[config.mk]
export PLATFORM = sky130hd
export DESIGN_NAME = button_press_event_classifier_top
export DESIGN_NICKNAME = d
export VERILOG_FILES = /design/src/bpec_pkg.sv /design/src/bpec_fifo.sv /design/src/bpec_scan.sv /design/src/button_press_event_classifier_top.sv
export VERILOG_INCLUDE_DIRS = /design/src /design/src/src
export SDC_FILE = /design/constraint.sdc
export NUM_CORES = 1
export LEC_CHECK = 0
export ABC_AREA = 1
export BUFFER_PORTS_ARGS = -buffer_cell sky130_fd_sc_hd__buf_2
export CORE_MARGIN = 2
export CORE_UTILIZATION = 51
export DETAILED_ROUTE_END_ITERATION = 8
export PLACE_DENSITY = 0.75
export RECOVER_POWER = 100
export SKIP_CTS_REPAIR_TIMING = 1
export SYNTH_ARGS = -nofsm -noshare
export SYNTH_HDL_FRONTEND = slang
export SYNTH_SLANG_ARGS = --single-unit
[constraint.sdc]
create_clock -name clk -period 20.7 [get_ports clk]
set_input_delay 2.07 -clock clk [delete_from_list [all_inputs] [get_ports clk]]
set_output_delay 2.07 -clock clk [all_outputs]
set_load 0.05 [all_outputs]
[src/button_press_event_classifier_top_defines.svh]
// Assertion macros for the button press event classifier.
`ifndef BUTTON_PRESS_EVENT_CLASSIFIER_TOP_DEFINES_SVH
`define BUTTON_PRESS_EVENT_CLASSIFIER_TOP_DEFINES_SVH

`ifndef SYNTHESIS
`define BPEC_ASSERT(lbl, prop, msg) \
	lbl: assert property (@(posedge clk) disable iff (!arst_n) prop) else $error(msg);
`define BPEC_ASSERT_NEXT(lbl, pre, post, msg) \
	lbl: assert property (@(posedge clk) disable iff (!arst_n) (pre) |=> (post)) else $error(msg);
`else
`define BPEC_ASSERT(lbl, prop, msg)
`define BPEC_ASSERT_NEXT(lbl, pre, post, msg)
`endif

`endif

[src/bpec_pkg.sv]
package bpec_pkg;

	localparam int NUM_BUTTONS = 16;
	localparam int MASK_W      = 16;
	localparam int SCAN_COUNT  = (NUM_BUTTONS < MASK_W) ? NUM_BUTTONS : MASK_W;
	localparam int SCAN_IDX_W  = (SCAN_COUNT > 1) ? $clog2(SCAN_COUNT) : 1;
	localparam int BTN_W       = 4;
	localparam int TIME_W      = 32;
	localparam int WIN_W       = 16;

	localparam int EV_MAX   = 3;
	localparam int EV_CNT_W = 2;

	localparam int FIFO_DEPTH = 4;
	localparam int FIFO_PTR_W = 2;

	localparam int CFG_IDX_W  = 2;
	localparam int CFG_DATA_W = 16;

	localparam logic [CFG_IDX_W-1:0] CFG_DOUBLE_WINDOW = 2'd0;
	localparam logic [CFG_IDX_W-1:0] CFG_BOUND_MASK    = 2'd1;
	localparam logic [CFG_IDX_W-1:0] CFG_DOUBLE_MASK   = 2'd2;

	localparam logic [WIN_W-1:0] DOUBLE_WINDOW_RST = 16'd250;

	localparam logic CMD_SAMPLE = 1'b0;
	localparam logic CMD_FLUSH  = 1'b1;

	typedef enum logic [1:0] {
		EV_PRESS   = 2'd0,
		EV_DOUBLE  = 2'd1,
		EV_HOLD    = 2'd2,
		EV_RELEASE = 2'd3
	} ev_kind_t;

	typedef struct packed {
		logic              cmd;
		logic [MASK_W-1:0] button_levels;
		logic [TIME_W-1:0] now_ms;
	} in_t;

	typedef struct packed {
		logic [BTN_W-1:0] button_index;
		ev_kind_t         event_kind;
		logic             last_event;
	} out_t;

	typedef struct packed {
		logic [WIN_W-1:0]  double_window_ms;
		logic [MASK_W-1:0] bound_mask;
		logic [MASK_W-1:0] double_mask;
	} cfg_t;

	typedef struct packed {
		logic busy;
		logic hold_valid;
	} scan_status_t;

endpackage

[src/bpec_fifo.sv]
module bpec_fifo import bpec_pkg::*; (
	input  logic clk,
	input  logic arst_n,
	input  logic push,
	input  out_t push_data,
	output logic full,
	input  logic pop,
	output out_t pop_data,
	output logic empty
);

	out_t                  entries_q [FIFO_DEPTH];
	logic [FIFO_PTR_W-1:0] wr_ptr_q;
	logic [FIFO_PTR_W-1:0] rd_ptr_q;
	logic [FIFO_PTR_W:0]   count_q;
	logic                  do_push;
	logic                  do_pop;

	assign full     = (count_q == (FIFO_PTR_W+1)'(FIFO_DEPTH));
	assign empty    = (count_q == '0);
	assign do_push  = push && !full;
	assign do_pop   = pop && !empty;
	assign pop_data = entries_q[rd_ptr_q];

	always_ff @(posedge clk) begin
		if (do_push) begin
			entries_q[wr_ptr_q] <= push_data;
		end
	end

	always_ff @(posedge clk or negedge arst_n) begin
		if (!arst_n) begin
			wr_ptr_q <= '0;
			rd_ptr_q <= '0;
			count_q  <= '0;
		end else begin
			if (do_push) begin
				wr_ptr_q <= wr_ptr_q + 1'b1;
			end
			if (do_pop) begin
				rd_ptr_q <= rd_ptr_q + 1'b1;
			end
			if (do_push && !do_pop) begin
				count_q <= count_q + 1'b1;
			end else if (do_pop && !do_push) begin
				count_q <= count_q - 1'b1;
			end
		end
	end

endmodule

[src/bpec_scan.sv]
module bpec_scan import bpec_pkg::*; (
	input  logic         clk,
	input  logic         arst_n,
	input  cfg_t         cfg,
	input  logic         push,
	input  in_t          item,
	output logic         q_push,
	output out_t         q_data,
	input  logic         q_full,
	output scan_status_t status
);

	typedef enum logic [3:0] {
		SQ_IDLE = 4'b0001,
		SQ_SCAN = 4'b0010,
		SQ_EMIT = 4'b0100,
		SQ_FIN  = 4'b1000
	} seq_state_t;

	typedef enum logic [2:0] {
		TRK_IDLE = 3'b001,
		TRK_BUF  = 3'b010,
		TRK_DISP = 3'b100
	} trk_state_t;

	seq_state_t            seq_q;
	logic                  cmd_q;
	logic [MASK_W-1:0]     levels_q;
	logic [TIME_W-1:0]     now_q;
	logic [SCAN_IDX_W-1:0] idx_q;
	ev_kind_t              evk_q [EV_MAX];
	logic [EV_CNT_W-1:0]   evn_q;
	logic [EV_CNT_W-1:0]   ptr_q;
	logic                  hold_valid_q;
	out_t                  hold_q;

	trk_state_t            trk_q   [SCAN_COUNT];
	logic                  down_q  [SCAN_COUNT];
	logic [TIME_W-1:0]     ptime_q [SCAN_COUNT];

	trk_state_t            st;
	trk_state_t            nst;
	logic                  prev;
	logic                  pressed;
	logic                  bound;
	logic                  dbl;
	logic                  rise;
	logic [TIME_W-1:0]     diff;
	logic                  exp_old;
	logic                  exp_zero;
	logic                  exp_fin;
	logic                  set_time;
	ev_kind_t              kinds [EV_MAX];
	logic [EV_CNT_W-1:0]   n_ev;
	logic                  last_idx;
	logic                  emit_go;
	logic                  trk_wr;
	logic                  trk_clr;

	assign st       = trk_q[idx_q];
	assign prev     = down_q[idx_q];
	assign pressed  = levels_q[idx_q];
	assign bound    = cfg.bound_mask[idx_q];
	assign dbl      = cfg.double_mask[idx_q];
	assign rise     = pressed && !prev;
	assign diff     = now_q - ptime_q[idx_q];
	// negative elapsed time counts as expired
	assign exp_old  = !dbl || diff[TIME_W-1] ||
		(diff[TIME_W-2:0] >= (TIME_W-1)'(cfg.double_window_ms));
	assign exp_zero = !dbl || (cfg.double_window_ms == '0);
	assign last_idx = (idx_q == SCAN_IDX_W'(SCAN_COUNT-1));
	assign emit_go  = !hold_valid_q || !q_full;

	always_comb begin
		kinds    = '{default: EV_PRESS};
		n_ev     = '0;
		nst      = st;
		set_time = 1'b0;
		exp_fin  = exp_old;
		if (bound) begin
			if (cmd_q == CMD_FLUSH) begin
				if (st == TRK_DISP) begin
					kinds[0] = EV_RELEASE;
					n_ev     = 2'd1;
				end else if (st == TRK_BUF) begin
					kinds[0] = EV_PRESS;
					kinds[1] = EV_RELEASE;
					n_ev     = 2'd2;
				end
			end else begin
				if (rise) begin
					if (st == TRK_BUF && !exp_old) begin
						nst      = TRK_DISP;
						kinds[0] = EV_DOUBLE;
						n_ev     = 2'd1;
					end else begin
						if (st == TRK_BUF) begin
							kinds[0] = EV_PRESS;
							kinds[1] = EV_RELEASE;
							n_ev     = 2'd2;
						end
						nst      = TRK_BUF;
						set_time = 1'b1;
						exp_fin  = exp_zero;
					end
				end else if (pressed) begin
					if (st == TRK_DISP) begin
						kinds[0] = EV_HOLD;
						n_ev     = 2'd1;
					end
				end else if (prev) begin
					if (st == TRK_DISP) begin
						kinds[0] = EV_RELEASE;
						n_ev     = 2'd1;
						nst      = TRK_IDLE;
					end
				end
				if (nst == TRK_BUF && exp_fin) begin
					kinds[n_ev] = EV_PRESS;
					n_ev        = n_ev + 2'd1;
					if (pressed) begin
						nst = TRK_DISP;
					end else begin
						kinds[n_ev] = EV_RELEASE;
						n_ev        = n_ev + 2'd1;
						nst         = TRK_IDLE;
					end
				end
			end
		end
	end

	assign trk_wr  = (seq_q == SQ_SCAN) && (cmd_q == CMD_SAMPLE) && bound;
	assign trk_clr = (seq_q == SQ_FIN) && (cmd_q == CMD_FLUSH);

	assign q_push = ((seq_q == SQ_EMIT) || (seq_q == SQ_FIN)) && hold_valid_q && !q_full;
	assign q_data = '{button_index: hold_q.button_index,
		event_kind: hold_q.event_kind, last_event: (seq_q == SQ_FIN)};

	assign status = '{busy: (seq_q != SQ_IDLE), hold_valid: hold_valid_q};

	always_ff @(posedge clk) begin
		if (seq_q == SQ_IDLE && push) begin
			cmd_q    <= item.cmd;
			levels_q <= item.button_levels;
			now_q    <= item.now_ms;
		end
		if (seq_q == SQ_SCAN) begin
			evk_q <= kinds;
			evn_q <= n_ev;
		end
		if (trk_wr && set_time) begin
			ptime_q[idx_q] <= now_q;
		end
		if (seq_q == SQ_EMIT && emit_go) begin
			hold_q <= '{button_index: BTN_W'(idx_q), event_kind: evk_q[ptr_q],
				last_event: 1'b0};
		end
	end

	always_ff @(posedge clk or negedge arst_n) begin
		if (!arst_n) begin
			seq_q        <= SQ_IDLE;
			idx_q        <= '0;
			ptr_q        <= '0;
			hold_valid_q <= 1'b0;
			for (int i = 0; i < SCAN_COUNT; i++) begin
				trk_q[i]  <= TRK_IDLE;
				down_q[i] <= 1'b0;
			end
		end else begin
			if (trk_clr) begin
				for (int i = 0; i < SCAN_COUNT; i++) begin
					trk_q[i]  <= TRK_IDLE;
					down_q[i] <= 1'b0;
				end
			end else if (trk_wr) begin
				trk_q[idx_q]  <= nst;
				down_q[idx_q] <= pressed;
			end
			unique case (seq_q)
				SQ_IDLE: begin
					if (push) begin
						idx_q <= '0;
						seq_q <= SQ_SCAN;
					end
				end
				SQ_SCAN: begin
					ptr_q <= '0;
					if (n_ev != '0) begin
						seq_q <= SQ_EMIT;
					end else if (last_idx) begin
						seq_q <= SQ_FIN;
					end else begin
						idx_q <= idx_q + 1'b1;
					end
				end
				SQ_EMIT: begin
					if (emit_go) begin
						hold_valid_q <= 1'b1;
						if (ptr_q == evn_q - 2'd1) begin
							if (last_idx) begin
								seq_q <= SQ_FIN;
							end else begin
								idx_q <= idx_q + 1'b1;
								seq_q <= SQ_SCAN;
							end
						end else begin
							ptr_q <= ptr_q + 2'd1;
						end
					end
				end
				SQ_FIN: begin
					if (emit_go) begin
						hold_valid_q <= 1'b0;
						seq_q        <= SQ_IDLE;
					end
				end
				default: begin
					seq_q <= SQ_IDLE;
				end
			endcase
		end
	end

endmodule

[src/button_press_event_classifier_top.sv]
// Button press event classifier. Each item is scanned one button per cycle
// in ascending order, pausing while a button's events are written; each
// event found (press, double press, hold, release) is written into a
// four-entry result queue at one per cycle while the queue has room, with
// the final event of the item marked by last_event. With 16 buttons an item
// produces 0 to 48 events; the scanner takes no new item until all of them
// are written, and stalls on the result side hold it once the queue is full.
// A flush item releases pending presses of bound buttons and clears every
// tracker. Registers must be written only while full is low and the result
// queue is drained of the previous item's events; the block does not enforce it.
`include "button_press_event_classifier_top_defines.svh"

module button_press_event_classifier_top import bpec_pkg::*; (
	input  logic                  clk,
	input  logic                  arst_n,
	input  logic                  push,
	output logic                  full,
	input  in_t                   item,
	output logic                  empty,
	input  logic                  pop,
	output out_t                  result,
	input  logic                  cfg_we,
	input  logic [CFG_IDX_W-1:0]  cfg_index,
	input  logic [CFG_DATA_W-1:0] cfg_data
);

	cfg_t         cfg_q;
	scan_status_t scan_stat;
	logic         scan_push;
	out_t         scan_data;
	logic         scan_q_full;

	always_ff @(posedge clk or negedge arst_n) begin
		if (!arst_n) begin
			cfg_q.double_window_ms <= DOUBLE_WINDOW_RST;
			cfg_q.bound_mask       <= '0;
			cfg_q.double_mask      <= '0;
		end else if (cfg_we) begin
			unique case (cfg_index)
				CFG_DOUBLE_WINDOW: cfg_q.double_window_ms <= WIN_W'(cfg_data);
				CFG_BOUND_MASK:    cfg_q.bound_mask       <= MASK_W'(cfg_data);
				CFG_DOUBLE_MASK:   cfg_q.double_mask      <= MASK_W'(cfg_data);
				default: begin
				end
			endcase
		end
	end

	assign full = scan_stat.busy;

	bpec_scan u_scan (
		.clk    (clk),
		.arst_n (arst_n),
		.cfg    (cfg_q),
		.push   (push),
		.item   (item),
		.q_push (scan_push),
		.q_data (scan_data),
		.q_full (scan_q_full),
		.status (scan_stat)
	);

	bpec_fifo u_fifo (
		.clk       (clk),
		.arst_n    (arst_n),
		.push      (scan_push),
		.push_data (scan_data),
		.full      (scan_q_full),
		.pop       (pop),
		.pop_data  (result),
		.empty     (empty)
	);

	`BPEC_ASSERT_NEXT(a_busy_after_transfer, push && !full, full, "item taken while scanner idle did not start a scan")
	`BPEC_ASSERT(a_queue_no_overflow, scan_push |-> !scan_q_full, "event written into a full result queue")
	`BPEC_ASSERT(a_idle_hold_empty, !scan_stat.busy |-> !scan_stat.hold_valid, "scanner idle with an event still held back")

endmodule

Yosys cells after proc, flatten, opt, wreduce, memory -nomap -nowiden

Memories as Yosys holds them, arrays and structs flattened.
Index checks and enable logic that the tools add are counted.

Add/subtract/negate cells: 10
Order comparisons: 9
Equal/unequal tests: 20
Mux-type cells: 105
Bitwise operators: 10
Reduce and logical (&&, ||, !) cells: 48

Operators with widths:

| kind                                                           | count |
|---|---|
| 48-bit two-way mux                                             | 2 |
| 2-bit two-way mux                                              | 32 |
| 4-bit two-way mux                                              | 13 |
| 48-bit bitwise mux                                             | 1 |
| 3-bit two-way mux                                              | 16 |
| 16-bit two-way mux                                             | 2 |
| 32-bit subtractor                                              | 1 |
| 31-bit by 16-bit greater-or-equal comparator with 1-bit output | 1 |
| 1-bit two-way mux                                              | 22 |
| 1-bit logical AND                                              | 18 |
| 1-bit binary-select mux with 4-bit select                      | 4 |
| 16-bit bitwise mux                                             | 1 |
| 16-bit logical NOT                                             | 1 |
| 4-bit one-hot mux with 4 select lines                          | 1 |
| 3-bit binary-select mux with 4-bit select                      | 1 |
| 3-bit demux with 4-bit select                                  | 1 |
| 6-bit two-way mux                                              | 2 |
| 4-bit one-hot mux with 3 select lines                          | 1 |
| 2-bit by 1-bit adder with 2-bit output (second input constant) | 5 |
| 2-bit inequality test (second input constant)                  | 5 |
| 5-bit AND reduction                                            | 2 |
| 2-bit nonzero test                                             | 5 |
| 3-bit greater-or-equal comparator (second input constant)      | 3 |
| 2-bit inverter with 3-bit output                               | 3 |
| other kinds (38)                                               | 59 |

Flip-flop bits (word level): 193
Bits in writable memories: 540
Input bits: 72
Output and inout port bits: 9
Word-level logic and storage cells: 255
Memories: 2

Memories:

| memory           | words | bits a word | read ports | clocked after memory_dff | wr ports | line            | source |
|---|---|---|---|---|---|---|---|
| u_scan.ptime_q   | 16    | 32          | 1          | 0                        | 1        | bpec_scan.sv:39 | `logic [TIME_W-1:0] ptime_q [SCAN_COUNT];` |
| u_fifo.entries_q | 4     | 7           | 1          | 0                        | 1        | bpec_fifo.sv:12 | `out_t entries_q [FIFO_DEPTH];` |

Longest topological paths before layout

Word-level depth: 22
Gate-level depth with buffers: 44
Gate-level depth less buffers: 38

Modules after synthesis

From an unflattened synthesis, not the netlist that was laid out.

Cell total of the unflattened synthesis: 3071
Area total of the unflattened synthesis: 32985.4 sq um

By module, submodules not included:

| module                            | instances | cells an instance | area each (sq um) | sequential area each (sq um) |
|---|---|---|---|---|
| bpec_scan                         | 1         | 2714              | 29310.6           | 19104.6 |
| button_press_event_classifier_top | 1         | 214               | 2052.0            | 1208.7 |
| bpec_fifo                         | 1         | 143               | 1622.8            | 1016.0 |

Least setup slack after synthesis

OpenSTA, ideal clock, no wires.

Path kind: register to register
Start point: register u_scan.idx_q[0]
End point: memory u_scan.ptime_q[0][0], enable pin
Arrival time: 6145 ps
Required time: 20279 ps
Setup slack: 14134 ps
Cell stages (with the launch flop): 35
Buffers on the path: 9
Cells stage by stage: dfrtp_1 -> buf_2 -> buf_6 -> buf_4 -> buf_2 -> clkbuf_1 -> clkbuf_1 -> clkbuf_1 -> o21ai_0 -> o22ai_1 -> nand2_1 -> nand4_1 -> ha_1 -> fa_1 -> inv_1 -> nand2_1 -> nand2_1 -> nand3_1 -> nand2_1 -> a31oi_1 -> xnor2_1 -> ha_1 -> nand2_1 -> nor3_1 -> and3_1 -> nand2_1 -> o211ai_1 -> nand2_1 -> nand2_1 -> nand2_1 -> nand4_1 -> nand2_1 -> buf_6 -> clkbuf_1 -> nor2_1

Word-level cells in the longest chain between the ends: 14
Elaborated cells on any way between the ends: 32
Those cells by class: add/sub (1); order compare (1); eq/ne (1); mux (18); bitwise (1); reduce/logical (9); memory (1)

RTL lines:

| what                                                        | line             | source |
|---|---|---|
| start, declared                                             | bpec_scan.sv:30  | `logic [SCAN_IDX_W-1:0] idx_q;` |
| start signal, assigned                                      | bpec_scan.sv:195 | `idx_q <= idx_q + 1'b1;` |
| start signal, assigned                                      | bpec_scan.sv:205 | `idx_q <= idx_q + 1'b1;` |
| branches (longest 14 deep; another with memory 16 x 32 bit) | --               |  |
| end, declared                                               | bpec_scan.sv:39  |  |

Several ways; the timed one is not identified. The select of a mux whose other input is x is not followed.

Final worst setup path

Start point: register u_scan.idx_q[0]
End point: memory u_scan.ptime_q[5][6], enable pin

The elaborated chain is that of the path after synthesis.

==> reports/results.tsv <==
stage	metric	value	unit
synthesis	syn_nets	3101	
critical_path	cp_top_family	buffers and inverters	
route	ant_nets	0	
grt	grtUsageTotal	0.2572	
power_and_ir_drop	pwr-share-comb	0.324	
grt	grt_max_degree	215	
timing	fmax	80.83	MHz
timing	period_share	0.5977	
synthesis	yosys_warnings	0	
cts	cts_root_buffer	clkbuf_16	
cts	cts_buffers	76	
min_path	min_to	cfg_q[21]	
power_and_ir_drop	total_leakage_power	0.01350	uW
die	dieHeight	255.0	um
critical_path	path_common_cell	nand2_1	
grt	grt_pass1_vias	22420	
route	vias_per_cell	5.857	
critical_path	r2r_end	u_scan.ptime_q[5][6]	
synthesis	synthMuxAreaShare	0.0003504	
critical_path	cp_slowest_cell	clkbuf_1	
power_and_ir_drop	seq_power_share	0.392	
route	first_pass_iters	9	
timing	report.final.setup_viol	0	
timing	grt_setup_unrepaired	false	
route	via_count	23010	
power_and_ir_drop	irDropWorstVdd	0.00007860	V
critical_path	timing.rr.start	u_scan.idx_q[0]	
min_path	hp-class	flop to flop	
critical_path	critPathCaptureType	flop	
synthesis	synth-xor-area-share	0.005451	
die	die_x	255.0	um
synthesis	netlist_area	0.03213	mm2
grt	met3_usage	0.04190	
grt	antenna_found_initial	0	
placed_design	globalplace.congestion	0.9523	
critical_path	critPathMaxFanout	77	
synthesis	synth_cell_types	53	
outcome	outcome	finished, violations left	
critical_path	worst-path-buf-inv	3	
grt	busiest_layer	met2	
layout	nets	3155	
cts	cts.sinks	731	
power_and_ir_drop	swShare	0.3690	
power_and_ir_drop	netSwitchingPower	1744	uW
min_path	worstHoldStart	cfg_q[21]	
synthesis	synth_enable_flop_cells	601	
critical_path	cpPeakStageDelay	2.58	ns
placed_design	port_buffers	80	
synthesis	synth_top_area_cell	edfxtp_1	
power_and_ir_drop	clkPwrFrac	0.285	
synthesis	synth_fa_ha_area_frac	0.02383	
synthesis	synth.top_cell.area_share	0.5616	
cts	clk_pin_slew_worst_paths	0.06	ns
synthesis	yosys.area_share.simple	0.1278	
die	design.core.area	0.06274	mm2
synthesis	ys_seq_area_frac	0.6637	
die	start_util	0.5122	
route	drcViolationCount	0	
critical_path	crit_required	20.87	ns
die	dieArea	0.06503	mm2
critical_path	regToRegSetupSlack	8.33	ns
timing	hold_viol	0	
critical_path	arrival	12.54	ns
layout	layout-drive-gt1-share	0.08371	
critical_path	worstSetupStartpointType	flop	
layout	fillCellCount	5090	
critical_path	path_cells	clkbuf_1, clkbuf_1, o21ai_0, o22ai_1, a221oi_1, ha_1, nand2_1, nor2_1, nand2_1, nor2_1, nand2_1, nand2_1, nand2_1, nand2_1, nor2_1, nand3_1, nor2_1, nand4_1, nand2_1, nor2_4, clkbuf_1	
layout	antennaDiodeCount	0	
min_path	hold_path_depth	2	
grt	grt_use_met1	0.3429	
layout	final_area	0.03572	mm2
synthesis	syn_avg_cell_area	10.82	um2
timing	holdWs	0.4823	ns
timing	fin_worst_skew	0.02382	ns
cts	cts_buffer_depth	3	
placed_design	place_area	0.03345	mm2
placed_design	hpwl	48.52	mm
power_and_ir_drop	pwr_density_cell	132.3	mW/mm2
grt	met2_usage	0.4219	
die	pin_count	81	
timing	tns	0	ns
grt	overflow	0	
job	cap_violations	25	
route	wl_per_cell	21.18	um
synthesis	synth_seq_cells	731	
timing	worst_slew_pin_slew	4.307	ns
timing	max_slew_margin	-1.872	
cts	htreeDepth	3	
critical_path	reg2reg_depth	21	
synthesis	async_flop_share	0.1778	
synthesis	synth_top_family_by_area	compound AO/OA/AOI/OAI gates	
die	std_cell_rows	92	
synthesis	synth_compound_area_frac	0.1279	
grt	grt_pass1_wl	127.6	mm
timing	min_period	12.37	ns
outcome	failed_checks	max-capacitance violations, max-slew violations	
route	drt_wl_total	83.19	mm
synthesis	syn_inst	2969	
cts	cts_tree	done	
critical_path	criticalPathCategory	flop to flop	
critical_path	cp_num_cells	21	
synthesis	synthFlopType	edfxtp_1	
layout	area_growth	11.15	%
cts	clock_latency	0.63	ns
power_and_ir_drop	total_power	4726	uW
synthesis	synth.area.top_cells	edfxtp_1 (56%), dfrtp_1 (8.3%), o21ai_0 (6.1%)	
power_and_ir_drop	p_int	2982	uW
timing	slew_violations	985	
route	drtIter0Drc	2896	
-- tightest hold or removal path, cell delays in order (launching register included) --
cell     delay, ns
dfrtp_1       0.34
nand2_1       0.05
o21ai_0       0.06
-- worst max path at each step --
stage	endpoint	from
detailed placement	u_scan.trk_q[43]	u_scan.idx_q[0]
global placement	u_scan.trk_q[16]	u_scan.idx_q[0]
global route	u_scan.idx_q[1]	u_scan.idx_q[0]
floorplan	u_scan.ptime_q[0][0]	u_scan.idx_q[0]
CTS	u_scan.trk_q[43]	u_scan.idx_q[0]
finish	u_scan.ptime_q[5][6]	u_scan.idx_q[0]
-- per-stage QoR --
stage,cells,utilization,setup slack [ns]
after detailed placement,3791,0.5332,12.95
after global placement,3791,0.5332,13.11
final,3928,0.5693,8.329
after floorplan,2969,-,14.13
after CTS,3928,0.5720,12.90
after global routing,3928,0.5693,7.456
-- logic make-up after synthesis --
group / after synthesis
multiplexers: 1
flip-flops: 731
AO/OA/AOI/OAI: 721
XOR/XNOR: 20
buffers and inverters: 415
adder cells (fa/ha/maj): 60
AND/OR/NAND/NOR: 1021
-- cell usage in the layout (no fill, tap or decap), types with 7 or more instances in the layout --
cell / netlist / routed
xor2_1: 14 / 14
nor3_1: 20 / 20
o21ai_0: 392 / 401
buf_4: 6 / 11
nor2_1: 422 / 405
dfstp_2: 23 / 23
o21ai_1: 21 / 13
a221oi_1: 29 / 29
dfrtp_1: 107 / 106
a22o_1: 29 / 29
clkinv_2: 0 / 9
o22ai_1: 153 / 154
a21oi_1: 68 / 68
nand4_1: 22 / 22
a22oi_1: 9 / 9
nand2_1: 471 / 472
bufinv_16: 0 / 7
inv_1: 258 / 260
clkbuf_1: 108 / 57
buf_2: 19 / 64
clkbuf_16: 0 / 77
inv_2: 14 / 10
ha_1: 58 / 58
nand3_1: 56 / 56
nor2_4: 1 / 20
edfxtp_1: 601 / 601
clkinv_1: 1 / 15
-- synth_stat cells, types with 19 or more instances --
master	instances
clkbuf_1	108
nand3_1	56
a221oi_1	29
nor2_1	422
o21ai_1	21
buf_2	19
ha_1	58
dfstp_2	23
o22ai_1	153
edfxtp_1	601
o21ai_0	392
nand4_1	22
inv_1	258
a21oi_1	68
a22o_1	29
nand2_1	471
nor3_1	20
dfrtp_1	107
-- registers in the layout, indices dropped and copies added (netlist names) --
name / flops
u_scan.now_q: 32
u_fifo.entries_q: 28
u_scan.evk_q: 4
u_scan.seq_q: 4
u_fifo.wr_ptr_q: 2
u_scan.cmd_q: 1
u_scan.q_data: 6
u_scan.ptr_q: 2
u_scan.idx_q: 4
u_scan.evn_q: 2
u_scan.ptime_q: 512
u_scan.trk_q: 48
u_scan.down_q: 16
u_scan.hold_valid_q: 1
cfg_q: 48
u_scan.levels_q: 16
u_fifo.rd_ptr_q: 2
u_fifo.count_q: 3
-- power groups by stage --
| stage | Combinational [uW] | Sequential (uW) | Clock [uW] |
|---|---|---|---|
| floorplan | 1130 | 1820 | 0 |
| global placement | 1480 | 1870 | 0 |
| detailed placement | 1510 | 1880 | 0 |
| CTS | 1520 | 1850 | 1360 |
| global route | 1700 | 1860 | 1420 |
| finish | 1530 | 1850 | 1340 |
-- layout make-up --
| class | instances | area [um2] | area share |
|---|---|---|---|
| Multi-Input combinational cell | 1823 | 9291 | 0.2601 |
| Timing Repair Buffer | 118 | 564.3 | 0.01580 |
| Clock inverter | 45 | 441.7 | 0.01237 |
| Tap cell | 846 | 1059 | 0.02964 |
| Inverter | 273 | 1035 | 0.02897 |
| Clock buffer | 92 | 1993 | 0.05580 |
| Sequential cell | 731 | 21330 | 0.5973 |
-- routing by layer --
metal	wire, um	vias to the layer above
li1	-	10500
met1	33140	11190
met2	40000	1142
met3	7226	173
met4	2824	0
met5	0	-
No activity file was read; power rests on OpenSTA's default activity.
